--- src/rtl/life_cellular_automaton_grid_unit_macros.svh ---
`ifndef LIFE_CELLULAR_AUTOMATON_GRID_UNIT_MACROS_SVH
`define LIFE_CELLULAR_AUTOMATON_GRID_UNIT_MACROS_SVH

// Same-cycle implication, checked on every rising edge outside reset.
`define LCA_ASSERT_NOW(lbl, ante, cons, msg) \
  lbl: assert property (@(posedge clk) disable iff (rst) (ante) |-> (cons)) else $error(msg);

// Next-cycle implication, checked on every rising edge outside reset.
`define LCA_ASSERT_NEXT(lbl, ante, cons, msg) \
  lbl: assert property (@(posedge clk) disable iff (rst) (ante) |=> (cons)) else $error(msg);

`endif

--- src/rtl/lca_pkg.sv ---
package lca_pkg;

  typedef enum logic [1:0] {
    OP_SET  = 2'd0,
    OP_STEP = 2'd1,
    OP_READ = 2'd2,
    OP_NONE = 2'd3
  } op_t;

  localparam logic CFG_ROWS = 1'b0;
  localparam logic CFG_COLS = 1'b1;

  localparam int unsigned CFG_W = 7;
  localparam int unsigned OUT_W = 64;
  localparam logic [CFG_W-1:0] CFG_RESET = 7'd64;

  localparam logic STATUS_OK  = 1'b0;
  localparam logic STATUS_ERR = 1'b1;

  localparam int unsigned NBR_W = 4;
  localparam logic [NBR_W-1:0] BIRTH_COUNT   = 4'd3;
  localparam logic [NBR_W-1:0] SURVIVE_COUNT = 4'd2;

  typedef logic [NBR_W-1:0] nbr_count_t;

endpackage

--- src/rtl/lca_row_eval.sv ---
module lca_row_eval #(
  parameter int unsigned COLS = 64
) (
  input  logic [COLS-1:0] above,
  input  logic [COLS-1:0] current,
  input  logic [COLS-1:0] below,
  output logic [COLS-1:0] next_row
);

  logic [COLS+1:0] pad_above;
  logic [COLS+1:0] pad_current;
  logic [COLS+1:0] pad_below;

  assign pad_above   = {1'b0, above, 1'b0};
  assign pad_current = {1'b0, current, 1'b0};
  assign pad_below   = {1'b0, below, 1'b0};

  // Each column counts its eight neighbors; columns beyond either edge read as dead.
  always_comb begin
    lca_pkg::nbr_count_t count;
    for (int c = 0; c < COLS; c++) begin
      count = lca_pkg::nbr_count_t'(pad_above[c]) + lca_pkg::nbr_count_t'(pad_above[c+1])
            + lca_pkg::nbr_count_t'(pad_above[c+2]) + lca_pkg::nbr_count_t'(pad_current[c])
            + lca_pkg::nbr_count_t'(pad_current[c+2]) + lca_pkg::nbr_count_t'(pad_below[c])
            + lca_pkg::nbr_count_t'(pad_below[c+1]) + lca_pkg::nbr_count_t'(pad_below[c+2]);
      next_row[c] = (count == lca_pkg::BIRTH_COUNT)
                 || (current[c] && (count == lca_pkg::SURVIVE_COUNT));
    end
  end

endmodule

--- config.mk ---
export PLATFORM = sky130hd
export DESIGN_NAME = lca_row_eval
export DESIGN_NICKNAME = d
export VERILOG_FILES = /design/src/rtl/life_cellular_automaton_grid_unit_macros.svh /design/src/rtl/lca_pkg.sv /design/src/rtl/lca_row_eval.sv
export SDC_FILE = /design/constraint.sdc
export NUM_CORES = 1
export LEC_CHECK = 0
export BUFFER_PORTS_ARGS = -buffer_cell sky130_fd_sc_hd__buf_2
export CAP_MARGIN = 20
export CORE_AREA = 4 4 169 171
export DETAILED_ROUTE_END_ITERATION = 10
export DIE_AREA = 0 0 173 175
export PLACE_DENSITY = 0.65
export SYNTH_ARGS = -nofsm -noshare
export SYNTH_HDL_FRONTEND = slang
export SYNTH_SLANG_ARGS = --single-unit
--- constraint.sdc ---
create_clock -name vclk -period 5.8
set_input_delay 1.16 -clock vclk [all_inputs]
set_output_delay 1.16 -clock vclk [all_outputs]
set_load 0.005 [all_outputs]
Word-level counts from Yosys, hierarchy flattened
Index checks and enable logic that the tools add are counted.
{"block": "classes", "n_addsub": 441, "multipliers": 0, "div_mod_pow": 0, "n_lt_le_gt_ge": 0, "eq_ne": 128, "shift": 0, "mux": 0, "n_bitwise": 0, "n_reduce_logical": 128}
{"cell": "adder 4 x 1 -> 4 bit", "n": 252}
{"cell": "equality test 4 x 2 -> 1 bit, second input constant", "n": 128}
{"cell": "adder 3 x 1 -> 4 bit", "n": 63}
{"cell": "adder 2 x 1 -> 3 bit", "n": 63}
{"cell": "adder 1 x 1 -> 2 bit", "n": 63}
{"cell": "logical AND 1 bit", "n": 64}
{"cell": "logical OR 1 bit", "n": 64}
{"block": "word_totals", "ff_bits": 0, "latch_bits": 0, "mem_bits_rw": 0, "mem_bits_ro": 0, "inputBits": 192, "out_inout_bits": 64, "memories": 0}

Logic depth before layout (Yosys ltp)
{"block": "depth", "ltp_word": 10, "mapped_depth": 9, "depth_no_buf": 9}

Worst setup path before layout
Ideal clock, no wire load.
{"block": "synth_timing", "kind": "input to output", "start": "input port above[30]", "end": "output port next_row[31]", "arrival_ns": 3.636, "required_ns": 4.640, "slack_ns": 1.004, "stages": 9, "path_buffers": 0, "cell_sequence": "inv_1 fa_1 fa_1 fa_1 inv_1 ha_1 fa_1 or2_0 a21oi_1"}
{"block": "synth_via", "elab_chain_cells": 10}
{"item": "start, declared", "line": "lca_row_eval.sv:4", "rtl": "input logic [COLS-1:0] above,"}
{"item": "adder 1 x 1 -> 2 bit *", "line": "lca_row_eval.sv:22", "rtl": "count = lca_pkg::nbr_count_t'(pad_above[c]) + lca_pkg::nbr_count_t'(pad_above[c+1])"}
{"item": "adder 2 x 1 -> 3 bit *", "line": "lca_row_eval.sv:23", "rtl": "+ lca_pkg::nbr_count_t'(pad_above[c+2]) + lca_pkg::nbr_count_t'(pad_current[c])"}
{"item": "adder 3 x 1 -> 4 bit *", "line": "lca_row_eval.sv:23"}
{"item": "adder 4 x 1 -> 4 bit * (2 in a row)", "line": "lca_row_eval.sv:24", "rtl": "+ lca_pkg::nbr_count_t'(pad_current[c+2]) + lca_pkg::nbr_count_t'(pad_below[c])"}
{"item": "adder 4 x 1 -> 4 bit * (2 in a row)", "line": "lca_row_eval.sv:25", "rtl": "+ lca_pkg::nbr_count_t'(pad_below[c+1]) + lca_pkg::nbr_count_t'(pad_below[c+2]);"}
{"item": "equality test 4 x 2 -> 1 bit", "line": "lca_row_eval.sv:27", "rtl": "|| (current[c] && (count == lca_pkg::SURVIVE_COUNT));"}
{"item": "logical AND 1 bit", "line": "lca_row_eval.sv:27"}
{"item": "logical OR 1 bit *", "line": "lca_row_eval.sv:27"}
{"item": "end, declared", "line": "lca_row_eval.sv:7", "rtl": "output logic [COLS-1:0] next_row"}
Mark *: on every way between the ends. The rest lies on a longest branch, timed or not.

Final worst setup path
{"block": "layout_timing", "start": "input port above[47]", "end": "output port next_row[48]"}
The elaborated chain is that of the path after synthesis.

==> summary.txt <==
Status
  – Run status: finished clean

Global routing
  – First-pass GRT wire length: 40430 µm
  – Largest net degree at the start of global routing: 4
  – Total GRT Usage: 15.35%
  – GRT met1 Usage: 19.51%
  – Met2 GRT Util: 28.11%
  – M3 GR Usage: 3.678%
  – Total gr overflow: 0
  – Most crowded layer after global routing: met2
  – Vias in the first global route: 8848
  – Initial antenna violation count: 7

Cells and area
  – Final core utilization: 46.25%
  – Post-route insts no fill: 1799
  – Sequential cells: 0
  – Area Growth Syn to Fin: 16.06%
  – Fillers: 2686
  – Storage element area: 0 µm²
  – Multi-input gate area: 9051 µm²
  – # clk buffers: 0
  – Share of layout cells above drive strength 1: 17.62%
  – Final nets: 2087

Yosys
  – Ranking of synthesized cells by area: fa_1, ha_1, inv_1
  – Yosys warning count: 0
  – Mapped Nets: 1829
  – Share of the synthesized area in the top cell type: 47.10%
  – Post-Syn Area: 10710 µm²
  – Number of distinct library cells after synthesis: 14
  – Mapped Cells: 1197
  – Sequential element share of the synthesized area: 0%
  – Post-synth top cells: inv_1, fa_1, ha_1, a21oi_1
  – Cell with the most instances after synthesis: inv_1
  – Syn Area/Cell: 8.948 µm²
  – Largest area contributor in the netlist: fa_1

Detailed routing
  – 1st-iter DRT viols: 123
  – Vias per cell: 4.491
  – ANT nets after route: 0
  – Post-DR wirelength/cell: 12.45 µm
  – DRC viols: 0
  – Drt first pass iters: 4
  – Routed WL: 22400 µm
  – Vias: 8079

Flow run
  – Maxcap violations: 0

Die
  – Starting density of the core: 39.85%
  – Number of top-level pins: 256
  – Die X: 173 µm
  – Die Ht: 175 µm
  – Die Area: 30280 µm²
  – Core area: 26880 µm²
  – Row count: 60

Critical path
  – Critical Path Fanout Max: 2
  – CP Launch Type: primary input
  – Critical path class: primary input to output pin
  – WP data arrival: 4050 ps
  – CP endpoint kind: output pin
  – Data required time at the worst endpoint: 4640 ps

Place
  – I/O Buffers: 256
  – Placed Cells incl. Taps: 1794
  – Post-DP HPWL: 22160 µm
  – GPL Wtd Cong: 0.8669

Min path
  – Worst hold path class: primary input to output pin

Clock tree
  – Post-CTS Setup Repair Bufs: 0
  – Post-cts gate resize count: 0
  – CTS Hold Buffers Added: 0

Power
  – Combinational Power Share: 100.0%
  – Internal power: 0.9440 mW
  – Switching Fraction: 54.07%
  – Sequential Power Share: 0%
  – Leak pwr: 7.227 nW
  – Clock network power share: 0%
  – Worst vdd ir: 86.30 µV
  – Switching Power: 1.111 mW
  – PD cells: 165.4 nW/µm²

STA
  – Post-route setup TNS: 0 ps
  – Worst-Margin Slew: 285.5 ps
  – WHS: 2688 ps
  – Fin crit share: 89.75%
  – Max_slew headroom: 80.93%
  – Maximum clock frequency: 192.1 MHz
  – Max Slew Vio Count: 0
  – Final Hold Fails: 0
  – RSZ-0062 raised after global routing: false
  – Crit path time final: 5206 ps
  – Final Setup Violations: 0
## cell usage in the layout (no fill, tap or decap)
cell     Yosys  layout
nor3_1       1       1
inv_1      442     442
or2_0       17      17
nand2_1      1       1
a21oi_1    122     122
nor3b_1      2       2
buf_2        0     256
fa_1       252     252
a31oi_1      1       1
diode_2      0       5
nor2b_1      1       1
or2_1       44      44
nor2_1       4       4
o21ai_0     61      61
ha_1       188     188
nand3_1     61      61
## logic make-up after synthesis
group | count (synthesis) | synth area share, %
and+or+nand+nor | 131 | 6.834
buffers and inverters | 442 | 15.49
adders and majority gates | 440 | 69.07
AOI/OAI and AO/OA | 184 | 8.610
## through the flow
stage	instance area, µm²	setup WS [ps]	power, mW
floorplan	10710	1004	1.447
global placement	12420	597.2	2.013
CTS	12420	566.8	2.111
global route	12430	436.9	2.490
detailed placement	12420	573.8	2.089
finish	12430	594.4	2.056
## power by group through the flow
stage / registers, mW / clock network [mW] / logic (mW)
after CTS: 0 / 0 / 2.11
after detailed placement: 0 / 0 / 2.09
after global placement: 0 / 0 / 2.01
after floorplan: 0 / 0 / 1.45
after global routing: 0 / 0.0000000692 / 2.49
final: 0 / 0.000000115 / 2.06
## path summary, 6_finish.rpt
kind	from	to	slack [ps]	cells past startpoint
worst min-delay path	current[0]	next_row[0]	2690	4
worst max-delay path	above[47]	next_row[48]	590	11
## worst max-delay path: stages
cell,delay [ps]
buf_2,90
inv_1,80
fa_1,560
fa_1,430
fa_1,490
inv_1,40
ha_1,200
fa_1,380
or2_0,220
a21oi_1,220
buf_2,160
## metal layers
| metal | vias to the layer above | wire length [µm] |
|---|---|---|
| li1 | 4115 | - |
| met1 | 3767 | 9504 |
| met2 | 177 | 11160 |
| met3 | 12 | 1578 |
| met4 | 8 | 114 |
| met5 | - | 48 |
## layout make-up
class | count | share of cell area, %
Multi-Input combinational cell | 755 | 72.81
Inverter | 442 | 13.35
Tap cell | 341 | 3.432
Timing Repair Buffer | 256 | 10.31
Antenna cell | 5 | 0.1007
Note: power is estimated with default switching activity, not from simulation.
